File: config.mk
export PLATFORM = sky130hd
export DESIGN_NAME = svpc_div
export DESIGN_NICKNAME = d
export VERILOG_FILES = /design/src/rtl/svpc_pkg.sv /design/src/rtl/svpc_div.sv
export SDC_FILE = /design/constraint.sdc
export NUM_CORES = 2
export LEC_CHECK = 0
export ABC_CLOCK_PERIOD_IN_PS = 7790
export BUFFER_PORTS_ARGS = -buffer_cell sky130_fd_sc_hd__buf_2
export CORE_ASPECT_RATIO = 1.5
export CORE_MARGIN = 8
export CORE_UTILIZATION = 50
export CTS_CLUSTER_DIAMETER = 50
export CTS_CLUSTER_SIZE = 12
export DETAILED_ROUTE_END_ITERATION = 10
export HOLD_SLACK_MARGIN = 0.15
export PLACE_DENSITY = 0.74
export SYNTH_ARGS = -nofsm -noshare
export SYNTH_HDL_FRONTEND = slang
export SYNTH_SLANG_ARGS = --single-unit
File: constraint.sdc
create_clock -name clk -period 7.79 [get_ports clk]
set_clock_uncertainty 0.1 [all_clocks]
set_input_delay 0.779 -clock clk [delete_from_list [all_inputs] [get_ports clk]]
set_output_delay 0.779 -clock clk [all_outputs]
set_load 0.02 [all_outputs]
File: src/rtl/svpc_pkg.sv
`default_nettype none
package svpc_pkg;

  localparam int REF_FRAC_BITS = 14;
  localparam int COMPARE_WIDTH = 16;
  // fraction bits of all time values (ref bits + 16 bits of constant)
  localparam int FB = REF_FRAC_BITS + 16;
  localparam int TW = FB + 6;              // signed time width
  localparam int UW = TW - 1;              // clamped (non-negative) time width
  localparam int PW = UW + COMPARE_WIDTH;  // time * period
  localparam int QB = COMPARE_WIDTH + 2;   // quotient bits, ratio t1/(t1+t2) < 4
  localparam int RW = PW + 2;              // divider remainder width

  // pipeline: 3 front stages, 2 scale stages, QB divider stages, output
  localparam int NST = 5 + QB + 1;

  localparam logic signed [TW-1:0] K_INV_SQRT3 = TW'(37837);
  localparam logic signed [TW-1:0] K_TWO_SQRT3 = TW'(75674);
  localparam logic [16:0] K_SQRT3_2 = 17'd56756;
  localparam logic signed [TW-1:0] T_ONE = TW'(64'd1 << FB);

  localparam logic [COMPARE_WIDTH-1:0] PERIOD_RST = COMPARE_WIDTH'(4096);
  localparam logic [2:0] ADDR_PERIOD = 3'd0;

  localparam logic [1:0] PH_U = 2'd0;
  localparam logic [1:0] PH_V = 2'd1;
  localparam logic [1:0] PH_W = 2'd2;

  localparam logic [2:0] SEC_0 = 3'd0;
  localparam logic [2:0] SEC_1 = 3'd1;
  localparam logic [2:0] SEC_2 = 3'd2;
  localparam logic [2:0] SEC_3 = 3'd3;
  localparam logic [2:0] SEC_4 = 3'd4;
  localparam logic [2:0] SEC_5 = 3'd5;

  typedef struct packed {
    logic signed [15:0] v_alpha;
    logic signed [15:0] v_beta;
    logic               run;
    logic               brake;
  } in_t;

  typedef struct packed {
    logic [15:0] compare_u;
    logic [15:0] compare_v;
    logic [15:0] compare_w;
    logic        driver_on;
    logic        low_side_on;
    logic [2:0]  sector;
    logic        overmodulated;
  } out_t;

  // front end -> scaler
  typedef struct packed {
    logic          act;
    logic          run;
    logic          over;
    logic [2:0]    sector;
    logic [UW-1:0] t0p;
    logic [UW-1:0] t1p;
    logic [UW-1:0] t2p;
    logic [UW-1:0] den;
  } tm_t;

  // side data carried alongside the divider
  typedef struct packed {
    logic                     act;
    logic                     run;
    logic                     over;
    logic [2:0]               sector;
    logic [COMPARE_WIDTH-1:0] first;
    logic [COMPARE_WIDTH-1:0] second;
    logic [COMPARE_WIDTH-1:0] third;
  } side_t;

  // phases that get first, second, third compare: {third, second, first}
  function automatic logic [5:0] phase_order(input logic [2:0] sec);
    logic [5:0] r;
    case (sec)
      SEC_0: r = {PH_W, PH_V, PH_U};
      SEC_1: r = {PH_W, PH_U, PH_V};
      SEC_2: r = {PH_U, PH_W, PH_V};
      SEC_3: r = {PH_U, PH_V, PH_W};
      SEC_4: r = {PH_V, PH_U, PH_W};
      SEC_5: r = {PH_V, PH_W, PH_U};
      default: r = {PH_W, PH_V, PH_U};
    endcase
    return r;
  endfunction

endpackage
`default_nettype wire

File: src/rtl/svpc_div.sv
`default_nettype none
module svpc_div (
  input  wire logic                    clk,
  input  wire logic [svpc_pkg::QB-1:0] en,
  input  wire logic [svpc_pkg::RW-1:0] num,
  input  wire logic [svpc_pkg::UW-1:0] den,
  input  wire svpc_pkg::side_t         side_in,
  output logic [svpc_pkg::QB-1:0]      quo,
  output svpc_pkg::side_t              side_out
);

  localparam int QB = svpc_pkg::QB;
  localparam int RW = svpc_pkg::RW;
  localparam int UW = svpc_pkg::UW;

  // one quotient bit per stage, MSB first (restoring)
  logic [RW-1:0]   rem_q  [QB];
  logic [UW-1:0]   den_q  [QB];
  logic [QB-1:0]   q_q    [QB];
  svpc_pkg::side_t side_q [QB];

  for (genvar j = 0; j < QB; j++) begin : g_st
    logic [RW-1:0]   rem_i;
    logic [UW-1:0]   den_i;
    logic [QB-1:0]   q_i;
    svpc_pkg::side_t side_i;
    logic [RW-1:0]   dsh;

    if (j == 0) begin : g_first
      assign rem_i  = num;
      assign den_i  = den;
      assign q_i    = '0;
      assign side_i = side_in;
    end else begin : g_next
      assign rem_i  = rem_q[j-1];
      assign den_i  = den_q[j-1];
      assign q_i    = q_q[j-1];
      assign side_i = side_q[j-1];
    end

    assign dsh = RW'(den_i) << (QB - 1 - j);

    always_ff @(posedge clk) begin
      if (en[j]) begin
        den_q[j]  <= den_i;
        side_q[j] <= side_i;
        if (rem_i >= dsh) begin
          rem_q[j] <= rem_i - dsh;
          q_q[j]   <= q_i | (QB'(1) << (QB - 1 - j));
        end else begin
          rem_q[j] <= rem_i;
          q_q[j]   <= q_i;
        end
      end
    end
  end

  assign quo      = q_q[QB-1];
  assign side_out = side_q[QB-1];

endmodule
`default_nettype wire

**Yosys cells after proc, flatten, opt, wreduce, memory -nomap -nowiden**

Memory sizes are Yosys's and may differ from the RTL's.
Index checks and enable logic that the tools add are counted.
W data, S select, Z words.

- Add/sub/neg operators: 18
- Order comparisons: 18
- Mux-type cells: 180
- Bitwise operators: 36

Operator list:

| cell | count |
|---|---|
| $mux W53 | 18 |
| $mux W18 | 18 |
| $mux W1 | 144 |
| $ge A53 B35 Y1 | 1 |
| $ge A53 B36 Y1 | 1 |
| $ge A53 B37 Y1 | 1 |
| $ge A53 B38 Y1 | 1 |
| $ge A53 B39 Y1 | 1 |
| $ge A53 B40 Y1 | 1 |
| $ge A53 B41 Y1 | 1 |
| $ge A53 B42 Y1 | 1 |
| $ge A53 B43 Y1 | 1 |
| $ge A53 B44 Y1 | 1 |
| $ge A53 B45 Y1 | 1 |
| $ge A53 B46 Y1 | 1 |
| $ge A53 B47 Y1 | 1 |
| $ge A53 B48 Y1 | 1 |
| $ge A53 B49 Y1 | 1 |
| $ge A53 B50 Y1 | 1 |
| $ge A53 B51 Y1 | 1 |
| $ge A53 B52 Y1 | 1 |
| $sub A53 B35 Y53 | 1 |
| $sub A53 B36 Y53 | 1 |
| $sub A53 B37 Y53 | 1 |
| other kinds (16) | 51 |

- Flip-flop bits (word level): 0
- RAM bits: 2880
- Bits of input ports: 161
- Output and inout bits: 72
- Logic and storage cells: 256
- Memories kept: 4

Memory list:

| name | depth | width | read ports | clocked after Yosys merged registers in | write ports | RTL line | RTL |
|---|---|---|---|---|---|---|---|
| side_q | 18 | 54 | 18 | 0 | 18 | svpc_div.sv:20 | `svpc_pkg::side_t side_q [QB];` |
| rem_q | 18 | 53 | 17 | 0 | 18 | svpc_div.sv:17 | `logic [RW-1:0] rem_q [QB];` |
| den_q | 18 | 35 | 17 | 0 | 18 | svpc_div.sv:18 | `logic [UW-1:0] den_q [QB];` |
| q_q | 18 | 18 | 18 | 0 | 18 | svpc_div.sv:19 | `logic [QB-1:0] q_q [QB];` |

**Depth between registers and ports, before layout**

An unclocked memory read counts as a cell.

- Depth in word-level cells: 6
- Mapped depth: 16

**Least setup slack after synthesis**

No wires, ideal clock.

- Path type: input to register
- From: input num[17] (netlist name)
- To: memory rem_q[0][17] (netlist name) (data pin)
- Data arrival time: 3.544 ns
- Required time: 7.423 ns
- Path slack: 3.878 ns
- Stages on the path: 15
- Path buffers: 2
- Cells stage by stage: inv_1 > ha_1 > inv_1 > fa_1 > a211oi_1 > o211ai_1 > a311oi_1 > o2111ai_1 > nand2_1 > o311ai_1 > and3_1 > nor2b_1 > clkbuf_1 > clkbuf_1 > o21ai_0

RTL lines:

| item | RTL line | RTL |
|---|---|---|
| start, declared | svpc_div.sv:5 | `input wire logic [svpc_pkg::RW-1:0] num,` |
| end, declared | svpc_div.sv:17 |  |

==> flow_summary.toml <==
[run_status]
status = "finished clean"

[finish]
fin_nets = 11200
area_growth_pct = 12.0
drive_above_1_share_pct = 8.02
fillCellCount = 19900
final_util_pct = 56.3
final_cell_mix = "2639 x edfxtp_1, 811 x inv_1, 789 x nand2_1"
fin_area_um2 = 140000
instances_no_fill = 13800
mostFrequentLayoutCell = "edfxtp_1"

[critical_path]
cp_max_fo = 36
regToRegStartpoint = "rem_q[0][68]"
critical_path.cell_chain = "inv_1 > ha_1 > fa_1 > nor2b_1 > o31a_1 > o31ai_1 > o211ai_1 > a221oi_1 > buf_4 > a31oi_1 > a31oi_1 > o21a_2 > buf_4 > mux2_1"
arrival_ns = 5.79
r2r_end = "rem_q[1][21]"
critPathSlowestCell = "o31ai_1"
end_kind = "flop"
reg2reg_slack_ns = 2.49
critPathRequiredTime_ns = 8.28
reg2reg_depth = 14
worstSetupPathType = "reg -> reg"
max_stage_delay_ns = 0.78
cp-start-kind = "flop"

[logic_synthesis]
synth_top_cell_area_share_pct = 63.5
synth_cell_types = 99
synth_area_leader_cell = "edfxtp_1"
synth_edf_count = 2639
synth_seq_cells = 2639
synthFlopType = "edfxtp_1"
avgSynthCellArea_um2 = 12.6
async_flop_share_pct = 0
ys_seq_area_share_pct = 63.5
syn_nets = 10700
synth_warnings = 0
netlist_area_um2 = 125000
synthCells = 9927
synth.area.top_cells = "edfxtp_1 63%, ha_1 6.3%, a21oi_1 2.8%"

[sta]
finalCritPeriodShare_pct = 68.1
fmax_ghz = 0.189
finalMaxSlewViolations = 0
finalHoldViolations = 0
finalSetupViolCount = 0
fin_crit_ns = 5.30
relSlewSlack_pct = 10.0
rsz0062_at_grt = "false"
tightest_slew_ns = 1.33
tns_ns = 0

[routing]
via_per_inst = 5.75
routedWlPerCell_um = 25.6
dr.first_iter.drc_count = 4763
drt.antenna.violating_nets = 0
drtPass1Iterations = 7
vias = 79300
drcViolationCount = 0
wl_mm = 353

[floorplan]
dieArea_um2 = 266000
core-area_um2 = 248000
ioPinCount = 233
fp.dieW_um = 424
chipHeight_um = 628
start_util_pct = 50.3
num_rows = 224

[clock_network]
clockBufferDepth = 4
htree_levels = 5
post_cts_buffers = 0
clk_root_buffer_cell = "clkbuf_16"
cts_sinks = 2639
insertion_delay_ns = 0.86
clk_pin_slew_ns = 0.06
cts_buffers = 282
cts_tree = "yes"

[grt]
grt_antenna_before_repair = 8
grt_max_degree = 107
grt_usage_pct = 25.7
grt_pass1_vias = 83700
grt_pass1_wl_mm = 513
grt_overflow_total = 0

[place]
place_congestion = 0.998
portBuffers = 232
dp_cells = 13300
dpl-instance-area_um2 = 130000
dp_hpwl_mm = 273

[pwr]
p_leak_nw = 53.2
p_switching_mw = 17.7
power_density_nw_per_um2 = 362
p_int_mw = 32.9
irDropWorstVdd_mv = 0.214
p_sw_share_pct = 35.0
seqPwrFrac_pct = 40.5
comb_power_share_pct = 34.8
pwr-share-clk_pct = 24.7

[hold_path]
hold_start = "num[20]"
min_to = "rem_q[0][20]"
whs_path_depth = 2
hold_path_class = "in -> reg"

[flow_run]
timing.max_cap.violations = 0
==> cell usage after synthesis, drive strengths merged, types with 139 or more instances <==
cell type / n
nand4: 139
xnor2: 343
edfxtp: 2639
inv: 814
o21ai: 756
nand3: 144
nand2: 789
a21o: 370
nor2: 516
ha: 630
nor3: 146
xor2: 296
clkbuf: 241
a21oi: 696
==> area by class of cell <==
type                    count  area [um2]  area share (%)
diodes                      8        20.0          0.0143
clock buffers             304        7290            5.21
clock inverters            72         870           0.622
inverters                 814        3060            2.18
multi-input cells        6188       41700            29.8
flip-flops and latches   2639       79200            56.7
well taps                3277        4100            2.93
repair buffers            477        3590            2.56
==> worst max-delay path by stage <==
stage / startpoint / end / slack (ns)
floorplan: num[17] / rem_q[0][17] / 3.88
global placement: num[17] / rem_q[0][20] / 2.31
detailed placement: num[17] / rem_q[0][20] / 2.32
CTS: rem_q[0][68] / rem_q[1][19] / 2.44
global route: rem_q[0][68] / rem_q[1][19] / 2.28
finish: rem_q[0][68] / rem_q[1][21] / 2.49
==> layer usage <==
metal | part of all wire (%) | GRT usage [%]
met5 | 0 | 0
met4 | 9.6 | 20.2
met3 | 2.8 | 2.69
met2 | 60 | 55.2
met1 | 28 | 19.5
==> power by group through the flow <==
stage	logic [mW]	registers (mW)	clock network (mW)
6_report	17.6	20.5	12.5
5_1_grt	19.2	20.7	13.2
4_1_cts	17.6	20.5	12.8
3_5_place_dp	17.4	20.8	0
3_3_place_gp	17.2	20.7	0
2_1_floorplan	12.3	20.1	0
==> critical path, delay by kind of cell, from the launching register on <==
family	cells	cell delay [ns]
and+or+nand+nor	1	0.07
DFF	1	0.40
AOI/OAI and AO/OA	7	2.87
buffers and inverters	3	0.74
muxes	1	0.36
adders and majority gates	2	0.45
==> cells by family after synthesis <==
kind of cell             Yosys count  synth area share, %
buffers and inverters           1100                 3.35
AND/OR/NAND/NOR                 2320                 8.98
multiplexers                      85                0.757
flip-flops                      2639                 63.5
XOR/XNOR                         639                 4.48
adder cells (fa/ha/maj)          647                 6.58
AO/OA/AOI/OAI                   2497                 12.4
==> per-stage QoR <==
stage	power (mW)	hold slack, ns	worst slack, ns
floorplan	32.4	0.300	3.88
global route	53.1	0.179	2.28
global placement	37.9	0.300	2.31
finish	50.6	0.212	2.49
CTS	50.8	0.153	2.44
detailed placement	38.2	0.305	2.32
==> registers in the layout, indices dropped and copies added (netlist names) <==
signal	count
side_q	972
rem_q	901
den_q	595
q_q	171
==> repair_timing <==
item	CTS	global route
hold buffers	136	0
resized for setup	0	0
hold endpoints to repair	149	0
Note: power is estimated with default switching activity, not from simulation.
