`config.mk`:
```
export PLATFORM = sky130hd
export DESIGN_NAME = svpc_front
export DESIGN_NICKNAME = d
export VERILOG_FILES = /design/src/rtl/svpc_pkg.sv /design/src/rtl/svpc_front.sv
export SDC_FILE = /design/constraint.sdc
export NUM_CORES = 1
export LEC_CHECK = 0
export ABC_CLOCK_PERIOD_IN_PS = 12000
export BUFFER_PORTS_ARGS = -buffer_cell sky130_fd_sc_hd__buf_2
export CORE_MARGIN = 10
export CORE_UTILIZATION = 65
export CTS_CLUSTER_SIZE = 25
export DETAILED_ROUTE_END_ITERATION = 10
export HOLD_SLACK_MARGIN = 0.12
export PLACE_DENSITY_LB_ADDON = 0.2
export SLEW_MARGIN = 20
export SYNTH_ARGS = -nofsm -noshare
export SYNTH_HDL_FRONTEND = slang
export SYNTH_SLANG_ARGS = --single-unit
```
`constraint.sdc`:
```
create_clock -name clk -period 12 [get_ports clk]
set_clock_uncertainty 0.2 [all_clocks]
set_input_delay 1.2 -clock clk [delete_from_list [all_inputs] [get_ports clk]]
set_output_delay 1.2 -clock clk [all_outputs]
set_load 0.1 [all_outputs]
```
`src/rtl/svpc_pkg.sv`:
```
`default_nettype none
package svpc_pkg;

  localparam int REF_FRAC_BITS = 14;
  localparam int COMPARE_WIDTH = 16;
  // fraction bits of all time values (ref bits + 16 bits of constant)
  localparam int FB = REF_FRAC_BITS + 16;
  localparam int TW = FB + 6;              // signed time width
  localparam int UW = TW - 1;              // clamped (non-negative) time width
  localparam int PW = UW + COMPARE_WIDTH;  // time * period
  localparam int QB = COMPARE_WIDTH + 2;   // quotient bits, ratio t1/(t1+t2) < 4
  localparam int RW = PW + 2;              // divider remainder width

  // pipeline: 3 front stages, 2 scale stages, QB divider stages, output
  localparam int NST = 5 + QB + 1;

  localparam logic signed [TW-1:0] K_INV_SQRT3 = TW'(37837);
  localparam logic signed [TW-1:0] K_TWO_SQRT3 = TW'(75674);
  localparam logic [16:0] K_SQRT3_2 = 17'd56756;
  localparam logic signed [TW-1:0] T_ONE = TW'(64'd1 << FB);

  localparam logic [COMPARE_WIDTH-1:0] PERIOD_RST = COMPARE_WIDTH'(4096);
  localparam logic [2:0] ADDR_PERIOD = 3'd0;

  localparam logic [1:0] PH_U = 2'd0;
  localparam logic [1:0] PH_V = 2'd1;
  localparam logic [1:0] PH_W = 2'd2;

  localparam logic [2:0] SEC_0 = 3'd0;
  localparam logic [2:0] SEC_1 = 3'd1;
  localparam logic [2:0] SEC_2 = 3'd2;
  localparam logic [2:0] SEC_3 = 3'd3;
  localparam logic [2:0] SEC_4 = 3'd4;
  localparam logic [2:0] SEC_5 = 3'd5;

  typedef struct packed {
    logic signed [15:0] v_alpha;
    logic signed [15:0] v_beta;
    logic               run;
    logic               brake;
  } in_t;

  typedef struct packed {
    logic [15:0] compare_u;
    logic [15:0] compare_v;
    logic [15:0] compare_w;
    logic        driver_on;
    logic        low_side_on;
    logic [2:0]  sector;
    logic        overmodulated;
  } out_t;

  // front end -> scaler
  typedef struct packed {
    logic          act;
    logic          run;
    logic          over;
    logic [2:0]    sector;
    logic [UW-1:0] t0p;
    logic [UW-1:0] t1p;
    logic [UW-1:0] t2p;
    logic [UW-1:0] den;
  } tm_t;

  // side data carried alongside the divider
  typedef struct packed {
    logic                     act;
    logic                     run;
    logic                     over;
    logic [2:0]               sector;
    logic [COMPARE_WIDTH-1:0] first;
    logic [COMPARE_WIDTH-1:0] second;
    logic [COMPARE_WIDTH-1:0] third;
  } side_t;

  // phases that get first, second, third compare: {third, second, first}
  function automatic logic [5:0] phase_order(input logic [2:0] sec);
    logic [5:0] r;
    case (sec)
      SEC_0: r = {PH_W, PH_V, PH_U};
      SEC_1: r = {PH_W, PH_U, PH_V};
      SEC_2: r = {PH_U, PH_W, PH_V};
      SEC_3: r = {PH_U, PH_V, PH_W};
      SEC_4: r = {PH_V, PH_U, PH_W};
      SEC_5: r = {PH_V, PH_W, PH_U};
      default: r = {PH_W, PH_V, PH_U};
    endcase
    return r;
  endfunction

endpackage
`default_nettype wire

```
`src/rtl/svpc_front.sv`:
```
`default_nettype none
module svpc_front (
  input  wire logic             clk,
  input  wire logic [2:0]       en,
  input  wire svpc_pkg::in_t    req,
  output svpc_pkg::tm_t         tm
);

  localparam int TW = svpc_pkg::TW;
  localparam int UW = svpc_pkg::UW;

  // stage 1: products
  logic [16:0] abs_a, abs_b;
  logic [33:0] ra, rb;
  logic signed [TW-1:0] a_x, b_x;
  logic signed [TW-1:0] ta, tbi, tbt;
  logic a_neg, b_neg, act1, run1;

  always_comb begin
    abs_a = req.v_alpha[15] ? (17'd0 - {1'b1, req.v_alpha}) : {1'b0, req.v_alpha};
    abs_b = req.v_beta[15] ? (17'd0 - {1'b1, req.v_beta}) : {1'b0, req.v_beta};
    a_x = TW'(req.v_alpha);
    b_x = TW'(req.v_beta);
  end

  always_ff @(posedge clk) begin
    if (en[0]) begin
      ra    <= 34'(abs_a) * 34'(svpc_pkg::K_SQRT3_2);
      rb    <= {2'd0, abs_b, 15'd0};
      ta    <= a_x <<< 16;
      tbi   <= b_x * svpc_pkg::K_INV_SQRT3;
      tbt   <= b_x * svpc_pkg::K_TWO_SQRT3;
      a_neg <= req.v_alpha[15];
      b_neg <= req.v_beta[15];
      act1  <= req.run & ~req.brake;
      run1  <= req.run;
    end
  end

  // stage 2: sector and active times
  logic [2:0] sec_n, sec2;
  logic signed [TW-1:0] t1_n, t2_n, t1, t2;
  logic act2, run2;

  always_comb begin
    if (ra >= rb) begin
      if (!a_neg) sec_n = b_neg ? svpc_pkg::SEC_5 : svpc_pkg::SEC_0;
      else        sec_n = b_neg ? svpc_pkg::SEC_3 : svpc_pkg::SEC_2;
    end else begin
      sec_n = b_neg ? svpc_pkg::SEC_4 : svpc_pkg::SEC_1;
    end
    case (sec_n)
      svpc_pkg::SEC_0: begin t1_n = ta - tbi;  t2_n = tbt;       end
      svpc_pkg::SEC_1: begin t1_n = tbi - ta;  t2_n = ta + tbi;  end
      svpc_pkg::SEC_2: begin t1_n = tbt;       t2_n = -ta - tbi; end
      svpc_pkg::SEC_3: begin t1_n = -tbt;      t2_n = tbi - ta;  end
      svpc_pkg::SEC_4: begin t1_n = -ta - tbi; t2_n = ta - tbi;  end
      default:         begin t1_n = ta + tbi;  t2_n = -tbt;      end
    endcase
  end

  always_ff @(posedge clk) begin
    if (en[1]) begin
      sec2 <= sec_n;
      t1   <= t1_n;
      t2   <= t2_n;
      act2 <= act1;
      run2 <= run1;
    end
  end

  // stage 3: zero time, clamp of negative terms
  logic signed [TW-1:0] t0_n, den_n;
  always_comb begin
    t0_n  = svpc_pkg::T_ONE - t1 - t2;
    den_n = t1 + t2;
  end

  always_ff @(posedge clk) begin
    if (en[2]) begin
      tm.act    <= act2;
      tm.run    <= run2;
      tm.sector <= sec2;
      tm.over   <= (t0_n <= 0);
      tm.t0p    <= (t0_n > 0) ? t0_n[UW-1:0] : '0;
      tm.t1p    <= (t1 > 0) ? t1[UW-1:0] : '0;
      tm.t2p    <= (t2 > 0) ? t2[UW-1:0] : '0;
      tm.den    <= den_n[UW-1:0];
    end
  end

endmodule
`default_nettype wire

```
# Word-level counts from Yosys, hierarchy flattened

Cells that the tools add are included.

Input port bits: 38
Bits in registers: 362
Output and inout port bits: 146
Logic and storage cells: 58

$lt $le $gt $ge: 5
Eq/ne operators: 4
Bitwise logic cells: 2
Multiplexer cells: 9
Add/subtract/negate cells: 11
Reduce and logical (&&, ||, !) cells: 1
Multipliers: 3

Operators by type and width:

| operator                 | number |
|---|---|
| $pmux W36 S5             | 2 |
| $gt A36 B1 Y1 const B    | 3 |
| $sub A36 B36 Y36         | 2 |
| $mul A16 B17 Y33 const B | 2 |
| $add A32 B36 Y36         | 1 |
| $le A36 B1 Y1 const B    | 1 |
| $neg A32 Y36             | 1 |
| $neg A36 Y36             | 1 |
| $sub A32 B36 Y36         | 1 |
| $sub A32 B36 Y36 const A | 1 |
| $sub A36 B32 Y36         | 1 |
| $add A35 B35 Y35         | 1 |
| $sub A1 B17 Y17 const A  | 2 |
| $ge A33 B32 Y1           | 1 |
| $mul A17 B14 Y31 const B | 1 |
| $mux W17                 | 1 |
| $mux W15                 | 1 |
| $mux W3                  | 4 |
| $eq A3 B2 Y1 const B     | 2 |
| $eq A3 B1 Y1 const B     | 1 |
| $eq A3 B3 Y1 const B     | 1 |
| $logic_not A3 Y1         | 1 |
| $and A1 B1 Y1            | 1 |
| $mux W1                  | 1 |
| $not A1 Y1               | 1 |

# Longest topological paths before layout

Depth in word-level cells: 5
Mapped depth: 28
Depth with buffers taken out: 28

# Worst setup path after synthesis

No wires, ideal clock.

Kind: in2reg
Start: input req[22] in the netlist's numbering
End: register ra[31], data pin
Library setup time: 0.258 ns
Arrival time: 7.777 ns
Path slack: 3.765 ns
Stages: 25
Buffers on the path: 1
Data required time: 11.542 ns
Cell sequence: clkbuf_1 -> nor4_1 -> nand3_1 -> o31ai_1 -> xor2_1 -> inv_1 -> ha_1 -> inv_1 -> fa_1 -> inv_1 -> fa_1 -> fa_1 -> fa_1 -> fa_1 -> ha_1 -> a21o_1 -> a21o_1 -> a21o_1 -> nor2_1 -> o21ai_0 -> a311oi_1 -> nor3_1 -> a2111o_1 -> a21oi_1 -> xnor2_1

Word-level cells in the longest chain between the ends: 3

RTL lines:

| element              | RTL line         | RTL |
|---|---|---|
| from (decl)          | svpc_front.sv:5  | `input wire svpc_pkg::in_t req,` |
| $sub A1 B17 Y17      | svpc_front.sv:20 | `abs_a = req.v_alpha[15] ? (17'd0 - {1'b1, req.v_alpha}) : {1'b0, req.v_alpha};` |
| $mux W17 (*)         | svpc_front.sv:20 |  |
| $mul A17 B14 Y31 (*) | svpc_front.sv:28 | `ra <= 34'(abs_a) * 34'(svpc_pkg::K_SQRT3_2);` |
| to (signal assigned) | svpc_front.sv:28 |  |
| to (decl)            | svpc_front.sv:14 | `logic [33:0] ra, rb;` |

Mark *: on every way between the ends. The rest lies on a longest branch, timed or not.
A chain may end at the register's enable or synchronous reset.

# Worst setup path in the final report

Same ends and word-level chain as after synthesis.

==> flow_summary_export.csv <==
group,metric,value,unit
run_status,status,"finished, final reports clean",
clock_tree,clk_pin_slew,0.06,ns
sta,min_period,8.64,ns
synthesis,synth_warnings,0,
routing,vias,28177,
sta,setup_viol,0,
floorplan,row_count,84,
sta,finalHoldViolations,0,
final_layout,fill_cells,4084,
routing,viasPerCell,6.29,
routing,drt-initial-drc-count,2355,
floorplan,core_area,52600,sq um
synthesis,ys.flop_type,"edfxtp_1",
global_route,antenna_found_initial,5,
synthesis,seq_area_frac_synth,28.0,%
sta,hold-worst-slack,0.218,ns
global_route,grt_overflow,0,
sta,min_period_over_period,72.0,%
final_layout,num-nets-final,4479,
clock_tree,cts.sinks,321,
routing,drcViolationCount,0,
global_route,grt_first_pass_wirelength,155,mm
final_layout,regArea,9640,sq um
floorplan,ios,184,
global_route,grt_pass1_vias,27745,
critical_path,critPathRequiredTime,12.12,ns
synthesis,yosysTopAreaCellShare,28.0,%
global_route,track_usage,31.2,%
sta,finalMaxSlewViolations,0,
clock_tree,clock_latency,0.59,ns
floorplan,die_w,250,um
clock_tree,cts_max_path_buffers,3,
synthesis,synthCells,3633,
routing,drt-total-wl,100,mm
synthesis,yosysTopAreaCell,"edfxtp_1",
sta,fmax,0.116,GHz
job,drv_cap,0,
routing,detail_route.wl_per_cell,22.4,um
floorplan,dieArea,62600,sq um
clock_tree,cts-root-buf,"clkbuf_16",
synthesis,synth-async-reset-ratio,0,%
critical_path,crit_path_max_fanout,7,
clock_tree,post_cts_buffers,0,
place,gp_congestion,1.02,
critical_path,cp-end-kind,"flop",
sta,relSlewSlack,13.5,%
hold_path,hold_path.class,"reg2reg",
synthesis,syn_avg_cell_area,9.48,sq um
clock_tree,cts_made_buffers,38,
critical_path,regToRegSetupSlack,6.25,ns
synthesis,ys_top_cells_by_area,"edfxtp_1 (28%), ha_1 (18%), fa_1 (10%)",
routing,first_pass_iters,7,
synthesis,synth_cell_types,94,
critical_path,startpoint_type,"input port",
critical_path,worstPathArrival,8.76,ns
synthesis,synth-seq-cells,321,
routing,ant_nets,0,
clock_tree,htreeDepth,2,
floorplan,die_y,250,um
synthesis,synth_edf_count,321,
clock_tree,cts.repair.resized,0,
critical_path,critPathKind,"in2reg",
final_layout,multiInputGateArea,22500,sq um
global_route,grt_max_degree,82,
floorplan,start_util,65.5,%
synthesis,synth_area,34400,sq um
clock_tree,cts_tree,"done",
sta,final.setup.tns,0,ns
clock_tree,hold_buffers,0,
place,hpwl,79.5,mm
sta,rsz0062_at_grt,"false",
final_layout,area_delta_synth_final,8.12,%
place,portBuffers,183,
final_layout,final_layout_size_suffix_gt1_share,8.47,%
sta,tightest_slew,1.29,ns
-- sequential cells by signal, summed over array words and instances, names as in the netlist --
signal  count
act2        1
sec2        3
t2         36
a_neg       1
tbi        33
ta         15
run1        1
run2        1
act1        1
t1         36
rb         16
ra         30
tm        146
b_neg       1
-- Yosys cell counts, types with 22 or more instances --
master / count
a211oi_1: 44
a21o_1: 81
a21oi_1: 265
a31oi_1: 27
and2_1: 90
and3_1: 33
clkbuf_1: 93
edfxtp_1: 321
fa_1: 178
ha_1: 504
inv_1: 480
nand2_1: 190
nand2b_1: 23
nand3_1: 74
nand4_1: 25
nor2_1: 231
nor3_1: 65
nor4_1: 28
o211ai_1: 34
o21a_1: 26
o21ai_0: 153
o21bai_1: 35
o221ai_1: 22
o22ai_1: 31
or3_1: 24
xnor2_1: 207
xor2_1: 39
-- stage by stage --
| stage | area [sq um] | setup slack (ns) | utilization (%) | cells |
|---|---|---|---|---|
| 5_1_grt | 37200 | 2.84 | 70.8 | 4478 |
| 4_1_cts | 37200 | 3.38 | 70.8 | 4477 |
| 3_5_place_dp | 35900 | 2.81 | 68.4 | 4407 |
| 2_1_floorplan | 34400 | 3.77 | - | 3637 |
| 3_3_place_gp | 35900 | 2.94 | 68.4 | 4407 |
| 6_report | 37200 | 3.36 | 70.8 | 4480 |
-- path summary, 6_finish.rpt --
check                         from          endpoint  cells past startpoint
setup / recovery           req[22]  ra[31]$_DFFE_PP_                     25
hold / removal      act1$_DFFE_PP_    act2$_DFFE_PP_                      0
hold reg to reg     act1$_DFFE_PP_    act2$_DFFE_PP_                      0
setup reg to reg  ta[16]$_DFFE_PP_  t1[32]$_DFFE_PP_                      9
-- cells in the final DEF, fill, tap and decap left out, types with 23 or more instances in the layout --
master / n
nand4_1: 25
inv_1: 480
o21ai_0: 152
xor2_1: 39
o21bai_1: 35
edfxtp_1: 321
fa_1: 178
o21a_1: 26
a211oi_1: 43
nor4_1: 28
and3_1: 33
nand2b_1: 23
nor2_1: 229
a21oi_1: 265
o22ai_1: 31
xnor2_1: 207
buf_2: 180
or3_1: 24
o211ai_1: 34
nand2_1: 190
a31oi_1: 27
nor3_1: 65
clkbuf_16: 38
and2_1: 90
a21o_1: 81
ha_1: 504
nand3_1: 74
-- kinds of logic (layout without fill, tap and decap cells) --
family / count (synthesis) / in the layout / synth area share (%)
xor+xnor: 246 / 246 / 6.26
buf+inv: 607 / 759 / 6.69
other cells: 2 / 9 / 0.0218
flops: 321 / 321 / 28.0
simple gates: 851 / 851 / 12.2
compound gates: 909 / 909 / 17.6
fa+ha+maj: 682 / 682 / 28.7
mux: 15 / 15 / 0.632
-- area by class of cell --
cell class,count,area share (%)
clock inverters,29,0.870
well taps,688,2.31
inverters,487,4.91
diodes,3,0.0202
multi-input cells,2709,60.5
repair buffers,202,2.87
flip-flops and latches,321,25.9
clock buffers,41,2.58
-- routing by layer --
layer / part of all wire [%] / GRT usage [%] / wire length (um) / vias up
met5: 0.026 / 0 / 26 / -
met4: 6.8 / 19.0 / 6800 / 4
met3: 7.9 / 5.50 / 7940 / 324
met2: 47 / 52.0 / 47200 / 1316
met1: 38 / 37.2 / 38300 / 13369
li1: - / - / - / 13164
-- critical path: stages --
cell and delay, ns:
buf_2 0.15, nor4_1 0.37, nand3_1 0.19, o31ai_1 0.26
xor2_1 0.74, inv_1 0.35, ha_1 0.44, inv_1 0.07
fa_1 0.47, inv_1 0.06, fa_1 0.52, fa_1 0.53
fa_1 0.55, fa_1 0.44, ha_1 0.36, a21o_1 0.21
a21o_1 0.16, a21o_1 0.20, nor2_1 0.12, o21ai_0 0.12
a311oi_1 0.48, nor3_1 0.12, a2111o_1 0.40, a21oi_1 0.18
xnor2_1 0.08
Power is left out: the tool's default activity adds up to more than one toggle a clock period on the data nets, which glitch-free logic cannot reach.
