[config.mk]
export PLATFORM = sky130hd
export DESIGN_NAME = svpc_scale
export DESIGN_NICKNAME = d
export VERILOG_FILES = /design/src/rtl/svpc_pkg.sv /design/src/rtl/svpc_scale.sv
export SDC_FILE = /design/constraint.sdc
export NUM_CORES = 2
export LEC_CHECK = 0
export BUFFER_PORTS_ARGS = -buffer_cell sky130_fd_sc_hd__buf_2
export CAP_MARGIN = 15
export CORE_UTILIZATION = 55
export CTS_CLUSTER_SIZE = 20
export DETAILED_ROUTE_END_ITERATION = 8
export HOLD_SLACK_MARGIN = 0.05
export PLACE_DENSITY = 0.8
export SLEW_MARGIN = 25
export SYNTH_ARGS = -nofsm -noshare
export SYNTH_HDL_FRONTEND = slang
export SYNTH_SLANG_ARGS = --single-unit
[constraint.sdc]
create_clock -name clk -period 9.9 [get_ports clk]
set_clock_uncertainty 0.2 [all_clocks]
set_input_delay 0.495 -clock clk [delete_from_list [all_inputs] [get_ports clk]]
set_output_delay 0.495 -clock clk [all_outputs]
set_load 0.1 [all_outputs]
[src/rtl/svpc_pkg.sv]
`default_nettype none
package svpc_pkg;

  localparam int REF_FRAC_BITS = 14;
  localparam int COMPARE_WIDTH = 16;
  // fraction bits of all time values (ref bits + 16 bits of constant)
  localparam int FB = REF_FRAC_BITS + 16;
  localparam int TW = FB + 6;              // signed time width
  localparam int UW = TW - 1;              // clamped (non-negative) time width
  localparam int PW = UW + COMPARE_WIDTH;  // time * period
  localparam int QB = COMPARE_WIDTH + 2;   // quotient bits, ratio t1/(t1+t2) < 4
  localparam int RW = PW + 2;              // divider remainder width

  // pipeline: 3 front stages, 2 scale stages, QB divider stages, output
  localparam int NST = 5 + QB + 1;

  localparam logic signed [TW-1:0] K_INV_SQRT3 = TW'(37837);
  localparam logic signed [TW-1:0] K_TWO_SQRT3 = TW'(75674);
  localparam logic [16:0] K_SQRT3_2 = 17'd56756;
  localparam logic signed [TW-1:0] T_ONE = TW'(64'd1 << FB);

  localparam logic [COMPARE_WIDTH-1:0] PERIOD_RST = COMPARE_WIDTH'(4096);
  localparam logic [2:0] ADDR_PERIOD = 3'd0;

  localparam logic [1:0] PH_U = 2'd0;
  localparam logic [1:0] PH_V = 2'd1;
  localparam logic [1:0] PH_W = 2'd2;

  localparam logic [2:0] SEC_0 = 3'd0;
  localparam logic [2:0] SEC_1 = 3'd1;
  localparam logic [2:0] SEC_2 = 3'd2;
  localparam logic [2:0] SEC_3 = 3'd3;
  localparam logic [2:0] SEC_4 = 3'd4;
  localparam logic [2:0] SEC_5 = 3'd5;

  typedef struct packed {
    logic signed [15:0] v_alpha;
    logic signed [15:0] v_beta;
    logic               run;
    logic               brake;
  } in_t;

  typedef struct packed {
    logic [15:0] compare_u;
    logic [15:0] compare_v;
    logic [15:0] compare_w;
    logic        driver_on;
    logic        low_side_on;
    logic [2:0]  sector;
    logic        overmodulated;
  } out_t;

  // front end -> scaler
  typedef struct packed {
    logic          act;
    logic          run;
    logic          over;
    logic [2:0]    sector;
    logic [UW-1:0] t0p;
    logic [UW-1:0] t1p;
    logic [UW-1:0] t2p;
    logic [UW-1:0] den;
  } tm_t;

  // side data carried alongside the divider
  typedef struct packed {
    logic                     act;
    logic                     run;
    logic                     over;
    logic [2:0]               sector;
    logic [COMPARE_WIDTH-1:0] first;
    logic [COMPARE_WIDTH-1:0] second;
    logic [COMPARE_WIDTH-1:0] third;
  } side_t;

  // phases that get first, second, third compare: {third, second, first}
  function automatic logic [5:0] phase_order(input logic [2:0] sec);
    logic [5:0] r;
    case (sec)
      SEC_0: r = {PH_W, PH_V, PH_U};
      SEC_1: r = {PH_W, PH_U, PH_V};
      SEC_2: r = {PH_U, PH_W, PH_V};
      SEC_3: r = {PH_U, PH_V, PH_W};
      SEC_4: r = {PH_V, PH_U, PH_W};
      SEC_5: r = {PH_V, PH_W, PH_U};
      default: r = {PH_W, PH_V, PH_U};
    endcase
    return r;
  endfunction

endpackage
`default_nettype wire

[src/rtl/svpc_scale.sv]
`default_nettype none
module svpc_scale (
  input  wire logic                               clk,
  input  wire logic [1:0]                         en,
  input  wire logic [svpc_pkg::COMPARE_WIDTH-1:0] period,
  input  wire svpc_pkg::tm_t                      tm,
  output svpc_pkg::side_t                         side,
  output logic [svpc_pkg::RW-1:0]                 num,
  output logic [svpc_pkg::UW-1:0]                 den
);

  localparam int UW = svpc_pkg::UW;
  localparam int PW = svpc_pkg::PW;
  localparam int FB = svpc_pkg::FB;
  localparam int CW = svpc_pkg::COMPARE_WIDTH;

  // stage 4: times scaled by the period
  logic [PW-1:0] p0, p1, p2;
  logic [UW-1:0] den4;
  logic act4, run4, over4;
  logic [2:0] sec4;

  always_ff @(posedge clk) begin
    if (en[0]) begin
      p0    <= PW'(tm.t0p) * PW'(period);
      p1    <= PW'(tm.t1p) * PW'(period);
      p2    <= PW'(tm.t2p) * PW'(period);
      den4  <= tm.den;
      act4  <= tm.act;
      run4  <= tm.run;
      over4 <= tm.over;
      sec4  <= tm.sector;
    end
  end

  // stage 5: stack half zero time and active times, saturating at period
  logic [PW-FB-2:0] f0;
  logic [PW-FB-1:0] s1, s2;
  logic [PW-FB+1:0] sum1, sum2;
  logic [CW-1:0] first_n, second_n, third_n;

  always_comb begin
    f0       = p0[PW-1:FB+1];
    s1       = p1[PW-1:FB];
    s2       = p2[PW-1:FB];
    first_n  = (f0 > (PW-FB-1)'(period)) ? period : f0[CW-1:0];
    sum1     = (PW-FB+2)'(first_n) + (PW-FB+2)'(s1);
    second_n = (sum1 > (PW-FB+2)'(period)) ? period : sum1[CW-1:0];
    sum2     = (PW-FB+2)'(second_n) + (PW-FB+2)'(s2);
    third_n  = (sum2 > (PW-FB+2)'(period)) ? period : sum2[CW-1:0];
  end

  always_ff @(posedge clk) begin
    if (en[1]) begin
      side.act    <= act4;
      side.run    <= run4;
      side.over   <= over4;
      side.sector <= sec4;
      side.first  <= first_n;
      side.second <= second_n;
      side.third  <= third_n;
      num         <= svpc_pkg::RW'(p1);
      den         <= den4;
    end
  end

endmodule
`default_nettype wire

Yosys cells after proc, flatten, opt, wreduce, memory -nomap -nowiden:

Index checks and enable logic that the tools add are counted.

* order comparisons: 3
* eq/ne operators: 0
* shift-type cells: 0
* muxes and demuxes: 3
* div/mod/pow operators: 0
* $add $sub $neg: 2
* multiply operators: 3
* reduce and logical (&&, ||, !) cells: 0
* bitwise logic cells: 0

Operators by type and width (number)
* $mul 35x16->51: 3
* $mux 16: 3
* $add 16x21->22: 2
* $gt 22x16->1: 2
* $gt 20x16->1: 1

* logic and storage cells: 28
* memory bits (read-only): 0
* memories kept: 0
* output and inout bits: 142
* latch bits: 0
* bits in registers: 334
* RAM bits: 0
* input bits: 165

Logic depth before layout (Yosys ltp):

* depth after elaboration: 8
* depth in mapped cells: 53

Least setup slack after synthesis:

Ideal clock, no wire load.

* path type: input to register
* start: in period[5] (netlist name)
* end: reg side[10] (netlist name), data pin
* setup slack: -0.158 ns
* arrival: 9.597 ns
* buffers on the path: 4
* stages: 49
* setup time: 0.260 ns
* cell sequence: clkbuf_1 -> inv_1 -> ha_1 -> a21o_1 -> a21o_1 -> a21oi_1 -> nor2_1 -> a2111oi_0 -> o21ai_0 -> a21oi_1 -> mux2_2 -> ha_1 -> fa_1 -> a211oi_2 -> o21a_1 -> o31ai_2 -> o41a_1 -> and2_1 -> (+13 left out) -> ha_1 -> a211oi_2 -> o211ai_2 -> a41oi_2 -> o21ai_2 -> o41ai_4 -> nor2b_2 -> o21ai_0 -> nand2b_1 -> xor2_1 -> ha_1 -> nand4_1 -> nor4_1 -> a21oi_1 -> a2111oi_4 -> nand3_4 -> buf_6 -> mux2_4

* word-level cells in the longest chain between the ends: 8

RTL lines
* start, declared: RTL line svpc_scale.sv:5 `input wire logic [svpc_pkg::COMPARE_WIDTH-1:0] period,`
* $gt 20x16->1 (*): RTL line svpc_scale.sv:46 `first_n = (f0 > (PW-FB-1)'(period)) ? period : f0[CW-1:0];`
* $mux 16 (*): RTL line svpc_scale.sv:46
* via first_n[0]: RTL line svpc_scale.sv:40 `logic [CW-1:0] first_n, second_n, third_n;`
* $add 16x21->22 (*): RTL line svpc_scale.sv:47 `sum1 = (PW-FB+2)'(first_n) + (PW-FB+2)'(s1);`
* $gt 22x16->1: RTL line svpc_scale.sv:48 `second_n = (sum1 > (PW-FB+2)'(period)) ? period : sum1[CW-1:0];`
* $mux 16 (*): RTL line svpc_scale.sv:48
* via second_n[1]: RTL line svpc_scale.sv:40
* $add 16x21->22 (*): RTL line svpc_scale.sv:49 `sum2 = (PW-FB+2)'(second_n) + (PW-FB+2)'(s2);`
* $gt 22x16->1: RTL line svpc_scale.sv:50 `third_n = (sum2 > (PW-FB+2)'(period)) ? period : sum2[CW-1:0];`
* $mux 16 (*): RTL line svpc_scale.sv:50
* via third_n[10]: RTL line svpc_scale.sv:40
* end, declared: RTL line svpc_scale.sv:7 `output svpc_pkg::side_t side,`

The timed path passes the listed nets; every way through them passes the cells marked *.
A chain may end at the register's enable or synchronous reset.

Final worst setup path:

* start: reg p0[36]
* end: reg side[8] (netlist name), data pin

* word-level cells in the longest chain between the ends: 8

RTL lines
* start, declared: RTL line svpc_scale.sv:18 `logic [PW-1:0] p0, p1, p2;`
* start signal, assigned: RTL line svpc_scale.sv:25 `p0 <= PW'(tm.t0p) * PW'(period);`
* $gt 20x16->1 (*): RTL line svpc_scale.sv:46
* $mux 16 (*): RTL line svpc_scale.sv:46
* via first_n[0]: RTL line svpc_scale.sv:40
* $add 16x21->22 (*): RTL line svpc_scale.sv:47
* $gt 22x16->1: RTL line svpc_scale.sv:48
* $mux 16 (*): RTL line svpc_scale.sv:48
* via second_n[1]: RTL line svpc_scale.sv:40
* $add 16x21->22 (*): RTL line svpc_scale.sv:49
* $gt 22x16->1: RTL line svpc_scale.sv:50
* $mux 16 (*): RTL line svpc_scale.sv:50
* via third_n[8]: RTL line svpc_scale.sv:40

Marks and branches as above.

==> metrics.log <==
INFO  metric status = finished clean
INFO  metric post_synth_top_flop = sky130_fd_sc_hd__edfxtp_1
INFO  metric syn2layout_area_growth = 9.14%
INFO  metric grt-ovfl-total = 0
INFO  metric floorplan.rows = 121
INFO  metric path_common_cell = sky130_fd_sc_hd__buf_4
INFO  metric critical_path.n_buffers_inverters = 14
INFO  metric count_of_filler_cells_inserted_in_the_layout = 8,905
INFO  metric finalMaxSlewViolations = 0
INFO  metric fin_hold_ws = between 150 and 200 ps
INFO  metric critPathSlowestCell = sky130_fd_sc_hd__edfxtp_1
INFO  metric globalRoute.busiestLayer = met2
INFO  metric critical-path-max-stage-delay = ~430 ps
INFO  metric grt_max_degree = 81
INFO  metric gp_congestion = around 0.91
INFO  metric max-slew-margin-rel = 0.291
INFO  metric ys_seq_elements = 273
INFO  metric synth_edf_count = 273
INFO  metric worstPathRequired = 10,020 ps
INFO  metric postRouteWirelength = 173,000 um
INFO  metric worst_r2r_startpoint = p0[36]$_DFFE_PP_
INFO  metric nets_finish = 8,552
INFO  metric transition_time_at_the_pin_with_the_least_slew_margin = ~1100 ps
INFO  metric die_height = about 330 um
INFO  metric dp_cells = between 7,000 and 8,000
INFO  metric vias_per_cell = 5.66
INFO  metric antenna_found_initial = 31
INFO  metric tritoncts = built
INFO  metric route.vias.total = between 40,000 and 50,000
INFO  metric groute.layer.met2.usage = 0.531
INFO  metric cp-start-kind = register
INFO  metric grt.met3_usage = 0.0750
INFO  metric cap_violations = 0
INFO  metric cts_sinks = ~270
INFO  metric route.detailed.wl_per_inst = between 20 and 25 um
INFO  metric critPathTopFamily = compound AO/OA/AOI/OAI gates
INFO  metric synth_top_cell_area_share = 0.455
INFO  metric postLayoutCoreUtil = 0.608
INFO  metric netlist_top_cells_area = sky130_fd_sc_hd__fa_1, sky130_fd_sc_hd__edfxtp_1, sky130_fd_sc_hd__ha_1
INFO  metric post-synth-top-count-cell = sky130_fd_sc_hd__fa_1
INFO  metric grt_setup_unrepaired = true
INFO  metric ctsHtreeMaxLevel = 1
INFO  metric regToRegEndpoint = side[8]$_DFFE_PP_
INFO  metric syn_area = 0.0608 mm2
INFO  metric yosys-top-cells-count = sky130_fd_sc_hd__fa_1, sky130_fd_sc_hd__nand2_1, sky130_fd_sc_hd__inv_1
INFO  metric final_cells = slightly above 8,000
INFO  metric arrival = slightly below 10,000 ps
INFO  metric design.core.area = roughly 0.11 mm2
INFO  metric clock-root-buffer = sky130_fd_sc_hd__clkbuf_16
INFO  metric die_x = ~330 um
INFO  metric drt_first_iter_violations = between 3,000 and 4,000
INFO  metric first_global_vias = around 50,000
INFO  metric worst_hold_startpoint = en[0]
INFO  metric initial_utilization = 0.557
INFO  metric detail-route-antenna-nets = 0
INFO  metric top_level_ports = between 300 and 400
INFO  metric firstDrtPassIters = 8
INFO  metric synthesis.yosys.warnings = 0
INFO  metric final.period_utilization = 0.991
INFO  metric synth.lib_cells_used.distinct = 83
INFO  metric dpl.hpwl = between 100,000 and 150,000 um
INFO  metric synth_top_area_cell = sky130_fd_sc_hd__fa_1
INFO  metric setup_viol = 0
INFO  metric max-clock-path-buffers = 3
INFO  metric drive_gt1_frac = 0.102
INFO  metric worst_hold_path.num_cells = 1
INFO  metric globalRouteMet1Util = 0.402
INFO  metric synth.yosys.seq_area_share = 0.135
INFO  metric critical_path.max_fanout = 8
INFO  metric synth.avg_cell_area = 9.68 um2
INFO  metric whs_endpoint = p1[28]$_DFFE_PP_
INFO  metric drc = 0
INFO  metric fp.dieArea = 0.112 mm2
INFO  metric clock_latency_reported_for_the_late_side_of_the_worst_skew_pair = about 590 ps
INFO  metric register_area = 0.00820 mm2
INFO  metric post_synth_inst_count = between 6,000 and 7,000
INFO  metric hold_viol = 0
INFO  metric timing.hold.worst.class = primary input to register
INFO  metric timing.reg2reg.setup_slack = 80 ps
INFO  metric critical_path_class = register to register
INFO  metric ys_async_sr_fraction = 0
INFO  metric timing.critical_path.to_type = register
INFO  metric worst_setup_hold_path_clk_slew = 80 ps
INFO  metric multi_input_comb_area = 0.0468 mm2
INFO  metric finalWorstPathRequiredPeriod = 9820 ps
INFO  metric overall_global_routing_resource_usage = 0.319
INFO  metric cts-buffers-inserted = 26
INFO  metric highest_attainable_clock_frequency = roughly 0.10 GHz
INFO  metric worst_r2r_path_depth = between 50 and 60
INFO  metric grt_pass1_wl = around 280,000 um
INFO  metric portBuffers = 304
INFO  metric fin_setup_tns = 0 ps
==> how the worst max path moves through the flow <==
stage	from	end	cells past startpoint
3_5_place_dp	period[5]	side[5]$_DFFE_PP_	50
2_1_floorplan	period[5]	side[10]$_DFFE_PP_	49
6_report	p0[36]$_DFFE_PP_	side[8]$_DFFE_PP_	52
5_1_grt	p0[36]$_DFFE_PP_	side[11]$_DFFE_PP_	46
3_3_place_gp	period[1]	side[8]$_DFFE_PP_	51
4_1_cts	p0[36]$_DFFE_PP_	side[14]$_DFFE_PP_	46
==> worst register-to-register path: cells and delay by family, from the launching register on <==
kind,cells,cell delay (ps)
compound gates,23,4020
fa+ha+maj,5,1300
buf+inv,14,1820
flops,1,430
mux,4,1180
simple gates,6,590
==> per-stage QoR <==
stage / worst slack (ps) / cell area [um2]
2_1_floorplan: 0.745 / 60800
3_3_place_gp: -672 / 64500
3_5_place_dp: -870 / 64500
4_1_cts: -189 / 66100
5_1_grt: -418 / 66300
6_report: 84.2 / 66300
==> routing by layer <==
| layer | routed length [um] | up-vias |
|---|---|---|
| li1 | - | 19400 |
| met1 | 62500 | 23100 |
| met2 | 82200 | 2660 |
| met3 | 19900 | 543 |
| met4 | 7840 | 22 |
| met5 | 144 | - |
==> layout by cell type (no fill, tap or decap), types with 27 or more instances in the layout <==
cell type                          n
sky130_fd_sc_hd__a21oi_1         120
sky130_fd_sc_hd__edfxtp_1        273
sky130_fd_sc_hd__xnor2_1          74
sky130_fd_sc_hd__buf_2           286
sky130_fd_sc_hd__nand3_1          31
sky130_fd_sc_hd__buf_4           238
sky130_fd_sc_hd__xor2_1           36
sky130_fd_sc_hd__dlygate4sd3_1    41
sky130_fd_sc_hd__clkbuf_16        27
sky130_fd_sc_hd__o21ai_0          70
sky130_fd_sc_hd__nor2_1           69
sky130_fd_sc_hd__fa_1           1379
sky130_fd_sc_hd__nand4_1          37
sky130_fd_sc_hd__and2_1          433
sky130_fd_sc_hd__ha_1            438
sky130_fd_sc_hd__inv_1          1278
sky130_fd_sc_hd__nand2_1        1312
sky130_fd_sc_hd__a21o_1           84
==> flip-flops by register name (all words and copies together), names as in the netlist <==
register  flops
p1           51
den4         35
p2           21
num          51
sec4          3
act4          1
over4         1
den          35
side         54
run4          1
p0           20
==> cell families after synthesis <==
group           share of synthesized area
mux                               0.00758
other cells                     0.0000617
simple gates                        0.148
xor+xnor                           0.0164
buf+inv                            0.0991
fa+ha+maj                           0.547
compound gates                     0.0474
flops                               0.135
==> final cells by class <==
type                            instances  share of cell area
Inverter                             1278              0.0723
Timing Repair Buffer                  573              0.0567
Antenna cell                           18            0.000679
Clock inverter                         19             0.00245
Clock buffer                           29              0.0103
Sequential cell                       273               0.124
Multi-Input combinational cell       4408               0.706
Tap cell                             1476              0.0278
==> what timing repair did <==
item                                    in CTS  in global routing
endpoints found under the hold margin       41                  0
cloned                                       1                  1
endpoints found under the setup margin      16                 16
hold buffers                                41                  0
gates resized for setup                     38                 24
pin swaps                                   27                 32
setup buffers                               17                  4
Power is not shown: default switching activity piles up to over one toggle a cycle in this logic, so the estimate is an artifact.
